<file path="src/ladder_encoder_event_decoder_defines.svh">
// Assertion macros for the ladder encoder event decoder, used by leed_track.
// Needs a clk and an arst_n signal in the module that uses them.
`ifndef LADDER_ENCODER_EVENT_DECODER_DEFINES_SVH
`define LADDER_ENCODER_EVENT_DECODER_DEFINES_SVH

// The consequent must hold in the same cycle as the antecedent.
`define LEED_ASSERT_NOW(label, ante, cons, msg) \
	label: assert property (@(posedge clk) disable iff (!arst_n) (ante) |-> (cons)) \
		else $error(msg);

// The consequent must hold in the cycle after the antecedent.
`define LEED_ASSERT_NEXT(label, ante, cons, msg) \
	label: assert property (@(posedge clk) disable iff (!arst_n) (ante) |=> (cons)) \
		else $error(msg);

`endif

</file>
<file path="src/leed_pkg.sv">
// Package for the ladder encoder event decoder: codes, reset values and the
// control struct passed from the top level to the tracker. No dependencies.
package leed_pkg;

	localparam int unsigned ADC_W = 10;

	localparam logic [1:0] REG_LEVEL_ONE   = 2'd0;
	localparam logic [1:0] REG_LEVEL_TWO   = 2'd1;
	localparam logic [1:0] REG_LEVEL_THREE = 2'd2;

	localparam logic [ADC_W-1:0] LEVEL_ONE_RESET   = 10'd320;
	localparam logic [ADC_W-1:0] LEVEL_TWO_RESET   = 10'd400;
	localparam logic [ADC_W-1:0] LEVEL_THREE_RESET = 10'd1000;

	localparam logic [1:0] LVL_IDLE  = 2'd0;
	localparam logic [1:0] LVL_ONE   = 2'd1;
	localparam logic [1:0] LVL_TWO   = 2'd2;
	localparam logic [1:0] LVL_THREE = 2'd3;

	localparam logic [1:0] EV_NONE  = 2'd0;
	localparam logic [1:0] EV_PRESS = 2'd1;
	localparam logic [1:0] EV_PLUS  = 2'd2;
	localparam logic [1:0] EV_MINUS = 2'd3;

	localparam logic OP_SAMPLE = 1'b0;
	localparam logic OP_READ   = 1'b1;

	// Rotation progress, two's complement.
	localparam logic [2:0] PROG_ZERO   = 3'b000;
	localparam logic [2:0] PROG_PLUS1  = 3'b001;
	localparam logic [2:0] PROG_PLUS2  = 3'b010;
	localparam logic [2:0] PROG_MINUS1 = 3'b111;
	localparam logic [2:0] PROG_MINUS2 = 3'b110;

	typedef struct packed {
		logic       fire;
		logic       op;
		logic       button_level;
		logic [1:0] level;
	} trk_ctl_t;

endpackage

</file>
<file path="src/leed_level.sv">
// Ladder level classifier: sorts an ADC reading against three limits.
// Depends on leed_pkg.
module leed_level import leed_pkg::*; (
	input  logic [ADC_W-1:0] adc_sample,
	input  logic [ADC_W-1:0] level_one_limit,
	input  logic [ADC_W-1:0] level_two_limit,
	input  logic [ADC_W-1:0] level_three_limit,
	output logic [1:0]       level
);

	always_comb begin
		priority if (adc_sample < level_one_limit) begin
			level = LVL_ONE;
		end else if (adc_sample < level_two_limit) begin
			level = LVL_TWO;
		end else if (adc_sample < level_three_limit) begin
			level = LVL_THREE;
		end else begin
			level = LVL_IDLE;
		end
	end

endmodule

</file>
<file path="src/leed_track.sv">
// Rotation and button tracker: holds the decoder state and forms the event
// code for each word. Depends on leed_pkg and the assertion macro header.
`include "ladder_encoder_event_decoder_defines.svh"

module leed_track import leed_pkg::*; (
	input  logic     clk,
	input  logic     arst_n,
	input  trk_ctl_t ctl,
	output logic [1:0] event_code
);

	logic [2:0] progress_q;
	logic [1:0] prev_level_q;
	logic       held_q;
	logic [1:0] pend_q;

	logic [2:0] progress_d;
	logic [1:0] prev_level_d;
	logic       held_d;
	logic [1:0] pend_d;

	always_comb begin
		progress_d   = progress_q;
		prev_level_d = prev_level_q;
		held_d       = held_q;
		pend_d       = pend_q;
		event_code   = EV_NONE;
		if (ctl.op == OP_READ) begin
			event_code = pend_q;
			pend_d     = EV_NONE;
		end else begin
			if (!ctl.button_level && !held_q) begin
				pend_d = EV_PRESS;
				held_d = 1'b1;
			end else if (ctl.button_level && held_q) begin
				held_d = 1'b0;
			end
			if (ctl.level != LVL_IDLE && ctl.level != prev_level_q) begin
				prev_level_d = ctl.level;
				priority if (ctl.level == LVL_TWO && progress_q == PROG_ZERO) begin
					progress_d = PROG_PLUS1;
				end else if (ctl.level == LVL_THREE && progress_q == PROG_ZERO) begin
					progress_d = PROG_MINUS1;
				end else if (ctl.level == LVL_ONE && progress_q == PROG_PLUS1) begin
					progress_d = PROG_PLUS2;
				end else if (ctl.level == LVL_ONE && progress_q == PROG_MINUS1) begin
					progress_d = PROG_MINUS2;
				end else if (ctl.level == LVL_THREE && progress_q == PROG_PLUS2) begin
					pend_d     = EV_PLUS;
					progress_d = PROG_ZERO;
				end else if (ctl.level == LVL_TWO && progress_q == PROG_MINUS2) begin
					pend_d     = EV_MINUS;
					progress_d = PROG_ZERO;
				end else begin
					progress_d = PROG_ZERO;
				end
			end
		end
	end

	always_ff @(posedge clk or negedge arst_n) begin
		if (!arst_n) begin
			progress_q   <= PROG_ZERO;
			prev_level_q <= LVL_IDLE;
			held_q       <= 1'b0;
			pend_q       <= EV_NONE;
		end else if (ctl.fire) begin
			progress_q   <= progress_d;
			prev_level_q <= prev_level_d;
			held_q       <= held_d;
			pend_q       <= pend_d;
		end
	end

	`LEED_ASSERT_NOW(a_progress_range, 1'b1, progress_q != 3'b011 && progress_q != 3'b100 && progress_q != 3'b101, "rotation progress left the range -2 to 2")
	`LEED_ASSERT_NEXT(a_read_clears, ctl.fire && ctl.op == OP_READ, pend_q == EV_NONE, "pending event not cleared by a read")
	`LEED_ASSERT_NEXT(a_press_latched, ctl.fire && ctl.op == OP_SAMPLE && !ctl.button_level && !held_q, pend_q != EV_NONE && held_q, "button press not latched")
	`LEED_ASSERT_NEXT(a_idle_holds, !ctl.fire, $stable(progress_q) && $stable(pend_q) && $stable(prev_level_q), "tracker state changed without a word")

endmodule

</file>
<file path="src/ladder_encoder_event_decoder.sv">
// Top level of the ladder encoder event decoder: input and result registers,
// limit registers and handshake. Depends on leed_pkg, leed_level, leed_track.
//
//  Channel | Signals                                   | Direction
//  in      | in_valid, in_stall, op, adc_sample,       | word in
//          | button_level                              |
//  out     | out_valid, out_stall, event_code          | word out
//  cfg     | cfg_we, cfg_index, cfg_data               | register write
//
// A word waits in the input register and is decoded into the result register once that
// register is free, so a word is taken in every cycle while the output is not stalled. The
// level compare and state update between the two registers are combinational.
// Reset clears the decoder state and loads the default limits.
// A stalled result holds the input register; the input stalls only while
// both registers are full and the output is stalled.
module ladder_encoder_event_decoder import leed_pkg::*; (
	input  logic             clk,
	input  logic             arst_n,
	input  logic             in_valid,
	output logic             in_stall,
	input  logic             op,
	input  logic [ADC_W-1:0] adc_sample,
	input  logic             button_level,
	output logic             out_valid,
	input  logic             out_stall,
	output logic [1:0]       event_code,
	input  logic             cfg_we,
	input  logic [1:0]       cfg_index,
	input  logic [ADC_W-1:0] cfg_data
);

	logic [ADC_W-1:0] level_one_q;
	logic [ADC_W-1:0] level_two_q;
	logic [ADC_W-1:0] level_three_q;

	logic             valid_s1;
	logic             op_s1;
	logic [ADC_W-1:0] adc_s1;
	logic             button_s1;

	logic             out_valid_q;
	logic [1:0]       event_q;

	logic       advance;
	logic       accept;
	logic [1:0] level;
	logic [1:0] event_d;
	trk_ctl_t   ctl;

	assign advance  = valid_s1 && (!out_valid_q || !out_stall);
	assign in_stall = valid_s1 && !advance;
	assign accept   = in_valid && !in_stall;

	always_ff @(posedge clk or negedge arst_n) begin
		if (!arst_n) begin
			level_one_q   <= LEVEL_ONE_RESET;
			level_two_q   <= LEVEL_TWO_RESET;
			level_three_q <= LEVEL_THREE_RESET;
		end else if (cfg_we) begin
			if (cfg_index == REG_LEVEL_ONE) begin
				level_one_q <= cfg_data;
			end
			if (cfg_index == REG_LEVEL_TWO) begin
				level_two_q <= cfg_data;
			end
			if (cfg_index == REG_LEVEL_THREE) begin
				level_three_q <= cfg_data;
			end
		end
	end

	always_ff @(posedge clk or negedge arst_n) begin
		if (!arst_n) begin
			valid_s1    <= 1'b0;
			out_valid_q <= 1'b0;
		end else begin
			if (accept) begin
				valid_s1 <= 1'b1;
			end else if (advance) begin
				valid_s1 <= 1'b0;
			end
			if (advance) begin
				out_valid_q <= 1'b1;
			end else if (!out_stall) begin
				out_valid_q <= 1'b0;
			end
		end
	end

	always_ff @(posedge clk) begin
		if (accept) begin
			op_s1     <= op;
			adc_s1    <= adc_sample;
			button_s1 <= button_level;
		end
		if (advance) begin
			event_q <= event_d;
		end
	end

	leed_level u_level (
		.adc_sample        (adc_s1),
		.level_one_limit   (level_one_q),
		.level_two_limit   (level_two_q),
		.level_three_limit (level_three_q),
		.level             (level)
	);

	always_comb begin
		ctl.fire         = advance;
		ctl.op           = op_s1;
		ctl.button_level = button_s1;
		ctl.level        = level;
	end

	leed_track u_track (
		.clk        (clk),
		.arst_n     (arst_n),
		.ctl        (ctl),
		.event_code (event_d)
	);

	assign out_valid  = out_valid_q;
	assign event_code = event_q;

endmodule

</file>
<file path="config.mk">
export PLATFORM = sky130hd
export DESIGN_NAME = ladder_encoder_event_decoder
export DESIGN_NICKNAME = d
export VERILOG_FILES = /design/src/leed_pkg.sv /design/src/leed_level.sv /design/src/leed_track.sv /design/src/ladder_encoder_event_decoder.sv
export VERILOG_INCLUDE_DIRS = /design/src /design/src/src
export SDC_FILE = /design/constraint.sdc
export NUM_CORES = 1
export LEC_CHECK = 0
export BUFFER_PORTS_ARGS = -buffer_cell sky130_fd_sc_hd__buf_4
export CAP_MARGIN = 20
export CORE_MARGIN = 4
export CORE_UTILIZATION = 26
export CTS_CLUSTER_DIAMETER = 200
export CTS_CLUSTER_SIZE = 28
export DETAILED_ROUTE_END_ITERATION = 6
export GPL_TIMING_DRIVEN = 0
export HOLD_SLACK_MARGIN = 0.12
export SLEW_MARGIN = 25
export SYNTH_ARGS = -nofsm -noshare
export SYNTH_HDL_FRONTEND = slang
export SYNTH_HIERARCHICAL = 1
export SYNTH_SLANG_ARGS = --single-unit
</file>
<file path="constraint.sdc">
create_clock -name clk -period 3.5 [get_ports clk]
set_clock_uncertainty 0.15 [all_clocks]
set_input_delay 0.35 -clock clk [delete_from_list [all_inputs] [get_ports clk]]
set_output_delay 0.35 -clock clk [all_outputs]
set_load 0.005 [all_outputs]
</file>
# == Word-level counts from Yosys, hierarchy flattened ==
# Index checks and enable logic that the tools add are counted.
# word_totals
latchBits,0
memories,0
word_cells,79
mem_bits_ro,0
output_inout_bits,4
ram_bits,0
register_bits,54
# classes
reduce_logical,29
n_mul,0
n_bitwise,1
shift,0
mux,22
add_sub_neg,0
n_eq_ne,11
n_div,0
n_lt_le_gt_ge,3
# ops
op,count
10-bit less-than comparator,3
2-bit two-way mux,12
1-bit logical AND,12
3-bit two-way mux,4
"2-bit equality test, second input constant",3
"3-bit equality test, second input constant",2
1-bit zero test,6
1-bit two-way mux,6
2-bit AND reduction,3
3-bit AND reduction,2
2-bit nonzero test,3
"2-bit by 1-bit equality test with 1-bit output, second input constant",2
"3-bit by 1-bit equality test with 1-bit output, second input constant",1
"3-bit by 2-bit equality test with 1-bit output, second input constant",1
3-bit zero test,1
2-bit zero test,1
"2-bit by 1-bit != test with 1-bit output, second input constant",1
2-bit != test,1
1-bit logical OR,1
1-bit inverter,1

# == Logic depth before layout (Yosys ltp) ==
# Gate-level depths: netlist of run 1.
# depth
ltp_word,14
mapped_depth,11
depth_no_buf,11

# == Hierarchy ==
# Netlist of run 1, hierarchy kept.
# by_module_without_submodules
mod,seq_area_each_um2,cells_each,n_inst,area_each_um2
ladder_encoder_event_decoder,1234.9,88,1,1745.4
leed_level,0.0,94,1,700.7
leed_track,200.2,58,1,516.7

# == Worst setup path before layout of run 1 ==
# Ideal clock, no wire load.
# synth_path
path_type,reg-to-reg
from,reg level_three_q[3]
to,reg u_track.pend_q[0]
path_buffers,0
synth_period_minus_slack_ps,2764
stages_incl_launch_ff,12
setup_slack_ps,736
setup_time_ps,156
t_arrival_ps,2458
cell_sequence,dfstp_2 > inv_1 > ha_1 > a21o_1 > a21oi_1 > or3b_1 > o211a_1 > a21o_1 > nor2b_1 > o311a_1 > a311oi_1 > a311oi_1
# synth_between
elab_chain_cells,14
word_cells_on_any_way,24
cone_classes,order compare (1); eq/ne (4); mux (11); reduce/logical (8)
# synth_rtl
element,line,text
"start, declared",ladder_encoder_event_decoder.sv:34,logic [ADC_W-1:0] level_three_q;
"start signal, assigned",ladder_encoder_event_decoder.sv:67,level_three_q <= cfg_data;
10-bit less-than comparator (*),leed_level.sv:16,end else if (adc_sample < level_three_limit) begin
2-bit two-way mux (*),leed_level.sv:16,
2-bit two-way mux (*),leed_level.sv:14,end else if (adc_sample < level_two_limit) begin
2-bit two-way mux (*),leed_level.sv:12,priority if (adc_sample < level_one_limit) begin
via level[0],ladder_encoder_event_decoder.sv:46,logic [1:0] level;
2-bit equality test,"leed_track.sv:40, leed_track.sv:51",
1-bit logical AND,leed_track.sv:51,end else if (ctl.level == LVL_TWO && progress_q == PROG_MINUS2) begin
2-bit two-way mux,leed_track.sv:51,
2-bit two-way mux,leed_track.sv:48,end else if (ctl.level == LVL_THREE && progress_q == PROG_PLUS2) begin
2-bit two-way mux,leed_track.sv:46,end else if (ctl.level == LVL_ONE && progress_q == PROG_MINUS1) begin
2-bit two-way mux,leed_track.sv:44,end else if (ctl.level == LVL_ONE && progress_q == PROG_PLUS1) begin
2-bit two-way mux,leed_track.sv:42,end else if (ctl.level == LVL_THREE && progress_q == PROG_ZERO) begin
2-bit two-way mux,leed_track.sv:40,priority if (ctl.level == LVL_TWO && progress_q == PROG_ZERO) begin
2-bit two-way mux (*),leed_track.sv:38,if (ctl.level != LVL_IDLE && ctl.level != prev_level_q) begin
2-bit two-way mux (*),leed_track.sv:28,if (ctl.op == OP_READ) begin
"end signal, assigned",leed_track.sv:71,pend_q <= pend_d;
"end, declared",leed_track.sv:15,logic [1:0] pend_q;
# The timed path passes the listed nets; every way through them passes the cells marked *.
# A chain may end at the register's enable or synchronous reset.

# == Worst setup path in the final report of run 1 ==
# layout_path
from,reg level_two_q[4]
to,reg u_track.prev_level_q[1]
# layout_between
elab_chain_cells,6
word_cells_on_any_way,7
cone_classes,order compare (1); eq/ne (1); mux (2); reduce/logical (3)
# layout_rtl
element,line,text
"start, declared",ladder_encoder_event_decoder.sv:33,logic [ADC_W-1:0] level_two_q;
"start signal, assigned",ladder_encoder_event_decoder.sv:64,level_two_q <= cfg_data;
10-bit less-than comparator (*),leed_level.sv:14,
2-bit two-way mux (*),leed_level.sv:14,
2-bit two-way mux (*),leed_level.sv:12,
via level[1],ladder_encoder_event_decoder.sv:46,
2-bit != test or 2-bit nonzero test (tied branches),leed_track.sv:38,
1-bit logical AND,leed_track.sv:38,
3-bit AND reduction (no source line),n/a,
"end signal, assigned",leed_track.sv:69,prev_level_q <= prev_level_d;
"end, declared",leed_track.sv:13,logic [1:0] prev_level_q;
# Marked as above.

==> results of run 1 <==
[metal layers]
layer	global-route usage, %	vias to the layer above
met3	2.11	9
li1	-	959
met4	2.90	0
met2	15.1	29
met5	0	-
met1	12.8	949
[layout by cell type, fill, tap and decap left out, types with 7 or more instances in the layout]
master | synthesis | layout
a21o_1 | 8 | 8
a21oi_1 | 7 | 7
buf_4 | 0 | 32
dfrtp_1 | 29 | 29
dfstp_2 | 11 | 11
dlygate4sd3_1 | 0 | 14
edfxtp_1 | 14 | 14
ha_1 | 28 | 28
inv_1 | 36 | 36
mux2_2 | 11 | 11
mux2_4 | 20 | 20
nand3_1 | 7 | 7
nor2_1 | 7 | 7
[final cells by class]
cell class	instances	area, sq um	share of cell area, %
plain buffers	4	37.5	1.02
clock buffers	5	125	3.41
clock inverters	3	21.3	0.580
inverters	36	135	3.69
multi-input cells	146	1360	37.0
flip-flops and latches	54	1440	39.2
well taps	140	175	4.78
repair buffers	46	380	10.4
[what timing repair did]
action | 4_1_cts | 5_1_grt
setup endpoints to repair | 0 | 0
hold endpoints to repair | 42 | 0
hold buffers | 14 | 0
resized for setup | 0 | 0
[worst max-delay path: stages, from the launching register on]
cell      delay, ns
dfstp_2        0.53
inv_1          0.04
ha_1           0.30
and4_1         0.21
a221oi_1       0.31
o21ai_0        0.17
a21oi_1        0.46
nor2b_1        0.12
o211a_1        0.28
nor2_4         0.16
mux2_1         0.33
[logic make-up after synthesis]
kind of cell    Yosys count  share of synthesized area (%)
flops                    54                           48.4
simple gates             43                           8.78
compound gates           42                           10.1
buf+inv                  40                           5.83
mux                      32                           14.7
fa+ha+maj                28                           11.8
xor+xnor                  1                          0.296
[power groups by stage]
| stage | sequential, W | clock (W) | combinational [W] |
|---|---|---|---|
| final | 0.000856 | 0.000489 | 0.000530 |
| after global routing | 0.000871 | 0.000528 | 0.000607 |
| after CTS | 0.000855 | 0.000511 | 0.000536 |
| after detailed placement | 0.000867 | 0 | 0.000520 |
| after global placement | 0.000863 | 0 | 0.000504 |
| after floorplan | 0.000844 | 0 | 0.000391 |
[stage by stage]
step                total power [W]  setup WS [ns]  util, %
finish                      0.00187          0.330     33.4
global route                0.00200         0.0413     33.4
global placement            0.00137          0.373     30.8
CTS                         0.00190          0.312     33.4
detailed placement          0.00139          0.316     30.8
floorplan                   0.00124          0.736        -
[path summary, 6_finish.rpt]
| check | start | to | slack, ns | cells after the start |
|---|---|---|---|---|
| hold reg to reg | valid_s1 | out_valid | 0.32 | 1 |
| setup reg to reg | level_two_q[4] | u_track/prev_level_q[1] | 0.33 | 10 |
| setup / recovery | level_two_q[4] | u_track/prev_level_q[1] | 0.33 | 10 |
| min in group asynchronous | arst_n | level_two_q[6] | 0.43 | 2 |
| max in group asynchronous | arst_n | level_one_q[6] | 2.39 | 2 |
| hold / removal | out_stall | out_valid | 0.13 | 2 |
[state kept, by name, summed over array words and instances, names as in the netlist]
register	cells
adc_s1	10
level_one_q	10
level_three_q	10
level_two_q	10
u_track/progress_q	3
event_code	2
u_track/pend_q	2
u_track/prev_level_q	2
button_s1	1
op_s1	1
out_valid	1
u_track/held_q	1
valid_s1	1
==> metrics.txt, run 1 <==
outcome=completed; post-synth top area share=24.5%; Crit. End Element=flop; design area=3660 sq um; dpl cells=412; Total Nets Final=350; Syn Area/Cell=12.3 sq um; CP required=3.52 ns; clock-pin slew on the worst setup and hold paths=0.07 ns; Rel. slew slack=53.8%; length of the first detailed-routing pass in iterations=4; met2 WL=2700 microns; Remaining Overflow, GRT=0; Top Layer Used=met4; Mapped Nets=297; crit path kind=flop to flop; Async SR Flop Fraction=74.1%; Final Cycle Share=90.6%; DIE AREA=13200 sq um; Max VDD drop=203 uV; Synth Warn #=6; Pwr Density=512 nW/um^2; Fin Hold WS=0.127 ns; Post-synth EDFFs=14; Final Max Tran Viols=0; # DRC=0; RSZ-0062 raised after global routing=false; main area contributors after synthesis=dfrtp_1 24%, edfxtp_1 14%, ha_1 12%; clock share of power=26.1%; Die Wd=115 microns; number of buffers created by CTS=5; Final setup viols=0; Top Ports=33; WL met1=2910 microns; fmax=315 MHz; Yosys cell types=43; Initial Utilization=27.0%; vias in the first global route=2103; Mapped Cells=240; post-DR wirelength/cell=13.5 microns; sequential element share of the synthesized area=48.4%; Worst Path Max Fanout=7; top-count cell post-synth=inv_1; die extent in y=115 microns; Starting DRT DRC Count=76; DRT antenna net count=0; Internal Power=0.00132 W; vias per cell=4.48; Hold Fails Final Rpt=0; Post-CTS Setup Bufs=0; Slew @ Worst Pin=0.693 ns; vias=1946; Post-DP Area=3380 sq um; Core Footprint=11000 sq um; HPWL after DPL=4400 microns; number of cell rows=38; top post-synthesis cells by count=36 x inv_1, 29 x dfrtp_1, 28 x ha_1, 20 x mux2_4, 14 x edfxtp_1; PortBufs=32; leakage=1.75 nW; first-pass GRT wire length=9970 microns; clock latency on the worst-skew pair=0.29 ns; met3 WL=158 microns; Final Non-Filler Cells=434; CP Launch Type=flop; CP Data Arrival Time=3.19 ns; Sequential Power Share=45.6%; Max clock buf depth=2; Fill cells=1110; antenna violations before repair=0; routability cong.=0.846; switch share=29.7%; largest area contributor in the netlist=dfrtp_1; CTS Sinks=54; GRT Util Overall=9.43%; antenna cells=0; flops & latches, synth=54; min-delay worst type=input port to flop; largest net degree at the start of global routing=41; Mapped Area=2960 sq um; H-tree depth reported by CTS=2; layout cells sized above 1=30.6%; post-synthesis to final-layout area growth=23.7%; Comb pwr share=28.3%; Setup TNS Final=0 ns; Max-Cap Viols=0; CTS Root Cell=clkbuf_16; Sw Pwr=0.000557 W; fin crit period=3.17 ns; final wirelength=5850 microns; TritonCTS clock tree=built; ys flop type=dfrtp_1
(Power assumes the default switching activity.)
==> inputs of run 2 (changes only) <==
==> constraint.sdc (replaced) <==
create_clock -name clk -period 4.1 [get_ports clk]
set_clock_uncertainty 0.15 [all_clocks]
set_input_delay 0.41 -clock clk [delete_from_list [all_inputs] [get_ports clk]]
set_output_delay 0.41 -clock clk [all_outputs]
set_load 0.005 [all_outputs]
==> run 2 against run 1 <==
  * Count of clock-buffer cells in the layout unchanged
  * First-iteration DRC count up 7.9%
  * Fmax rose by 0.14%
  * Non-clock buffer count fell by 13
  * Sequential cell count stayed put
  * Largest cell class unchanged
  * Largest power group unchanged
==> metrics.txt, run 2 (synthesis results as in run 1) <==
critical path, cell by cell=inv_1 -> ha_1 -> a21oi_1 -> nand2_1 -> a221oi_1 -> o21ai_0 -> a21oi_1 -> nor2b_1 -> o211a_1 -> nor2_4 -> mux2_1 (was inv_1 -> ha_1 -> and4_1 -> a221oi_1 -> o21ai_0 -> a21oi_1 -> nor2b_1 -> o211a_1 -> nor2_4 -> mux2_1); CP required=4.12 ns (was 3.52 ns); vias per cell=4.55 (was 4.48); CP bufs+invs=1 (unchanged); DRT antenna net count=0 (unchanged); Setup TNS Final=0 ns (unchanged); CTS Root Cell=clkbuf_16 (unchanged); vias in the first global route=2079 (was 2103); vias=1917 (was 1946); slowest stage cell, crit path=dfstp_2 (unchanged); length of the first detailed-routing pass in iterations=4 (unchanged); final worst setup slack=0.934 ns (was 0.330 ns); PortBufs=32 (unchanged); R2R Setup Slk=0.93 ns (was 0.33 ns); area occupied by multi-input gates=1360 sq um (unchanged); Crit. End Element=flop (unchanged); Crit path top cell by count=a21oi_1; Pwr Density=451 nW/um^2 (was 512 nW/um^2); register area=1440 sq um (unchanged); Total Nets Final=337 (was 350); Slew @ Worst Pin=0.664 ns (was 0.693 ns); Rel. slew slack=55.8% (was 53.8%); clock latency on the worst-skew pair=0.29 ns (about the same); # DRC=0 (unchanged); fmax=316 MHz (was 315 MHz); routability cong.=0.846 (unchanged); Initial Utilization=27.0% (unchanged); Max VDD drop=172 uV (was 203 uV); H-tree depth reported by CTS=2 (unchanged); crit path kind=flop to flop (unchanged); Final Cycle Share=77.2% (was 90.6%); most common cell after layout, fill and taps aside=inv_1 (unchanged); Core Footprint=11000 sq um (unchanged); clock-pin slew on the worst setup and hold paths=0.07 ns (about the same); Final setup viols=0 (unchanged); die extent in y=115 microns (unchanged); Post-CTS Setup Bufs=0 (unchanged); HPWL after DPL=4400 microns (unchanged); post-DR wirelength/cell=13.8 microns (was 13.5 microns); number of buffers created by CTS=5 (unchanged); Top Ports=33 (unchanged); dpl cells=412 (unchanged); leakage=1.70 nW (was 1.75 nW); min-delay worst type=input port to flop (unchanged); commonest cells after routing, fill and taps aside=36 x inv_1, 32 x buf_4, 29 x dfrtp_1 (unchanged); Final Max Tran Viols=0 (unchanged); outcome=completed (unchanged); Max-Cap Viols=0 (unchanged); Die Wd=115 microns (unchanged); first-pass GRT wire length=9830 microns (was 9970 microns); antenna violations before repair=0 (unchanged); Hold Fails Final Rpt=0 (unchanged); top cell family by delay on the critical path=compound AO/OA/AOI/OAI gates (unchanged); layout cells sized above 1=32.0% (was 30.6%); CP Launch Type=flop (unchanged); RSZ-0062 raised after global routing=false (unchanged); slowest stage delay, CP=0.53 ns (about the same); TritonCTS clock tree=built (unchanged); Worst Path Max Fanout=7 (unchanged); Max clock buf depth=2 (unchanged); largest net degree at the start of global routing=41 (unchanged); Starting DRT DRC Count=82 (was 76); final wirelength=5830 microns (was 5850 microns); antenna cells=0 (unchanged); Final Non-Filler Cells=421 (was 434); pre-CTS WS=0.916 ns (was 0.316 ns); CP Data Arrival Time=3.19 ns (about the same); DIE AREA=13200 sq um (unchanged); number of cell rows=38 (unchanged); GRT Util Overall=9.30% (was 9.43%); Util after Layout=32.2% (was 33.4%); fin crit period=3.17 ns (about the same); CTS Sinks=54 (unchanged); Remaining Overflow, GRT=0 (unchanged); Fill cells=1118 (was 1110); post-synthesis to final-layout area growth=19.3% (was 23.7%)
==> run 2: changes by cell type in the layout (fill, tap and decap cells not counted), sizes merged <==
cell / previous run / this run
dlygate4sd3: 14 / 1
==> run 2: final cells by class <==
cell class,count,area share [%]
buffer,4,1.06
clock buffer,5,3.54
clock inverter,3,0.602
inverter,36,3.82
multi-input combinational,146,38.3
sequential,54,40.6
tap,140,4.96
timing repair buffer,33,7.08
==> run 2: power by group <==
part	internal, W	leakage (nW)	switching, W
Clock	0.000227	0.0698	0.000194
Combinational	0.000224	1.03	0.000219
Sequential	0.000667	0.601	0.0000629
Total	0.00112	1.70	0.000476
==> run 2: worst paths after layout <==
check | from | endpoint | cells past startpoint
setup / recovery | level_two_q[4] | u_track/prev_level_q[1] | 11
hold / removal | adc_sample[2] | adc_s1[2] | 1
setup reg to reg | level_two_q[4] | u_track/prev_level_q[1] | 11
hold reg to reg | valid_s1 | out_valid | 1
max in group asynchronous | arst_n | level_one_q[6] | 2
min in group asynchronous | arst_n | level_two_q[6] | 2
==> run 2: layer usage <==
layer  track usage [%]  vias up  part of all wire [%]
met5                 0        -                     0
met4              2.90        0                   1.4
met3              2.11        9                   3.9
met2              14.9       36                    46
met1              12.6      939                    48
li1                  -      933                     -
==> run 2: worst reg2reg max path, delay by kind of cell (launching register included) <==
family / cells / cell delay (ns)
AND/OR/NAND/NOR: 3 / 0.36
multiplexers: 1 / 0.33
flip-flops: 1 / 0.53
adder cells (fa/ha/maj): 1 / 0.30
AO/OA/AOI/OAI: 5 / 1.35
buffers and inverters: 1 / 0.04
==> run 2: timing repair <==
item	4_1_cts	5_1_grt
hold buffers	1	0
hold endpoints to repair	29	0
resized for setup	0	0
==> run 2: stage by stage <==
stage	hold WS (ns)	power, W	area (sq um)
global placement	0.268	0.00117	3380
detailed placement	0.279	0.00118	3380
finish	0.139	0.00159	3530
floorplan	-0.0356	0.00105	2960
global route	0.127	0.00170	3530
CTS	0.131	0.00161	3530
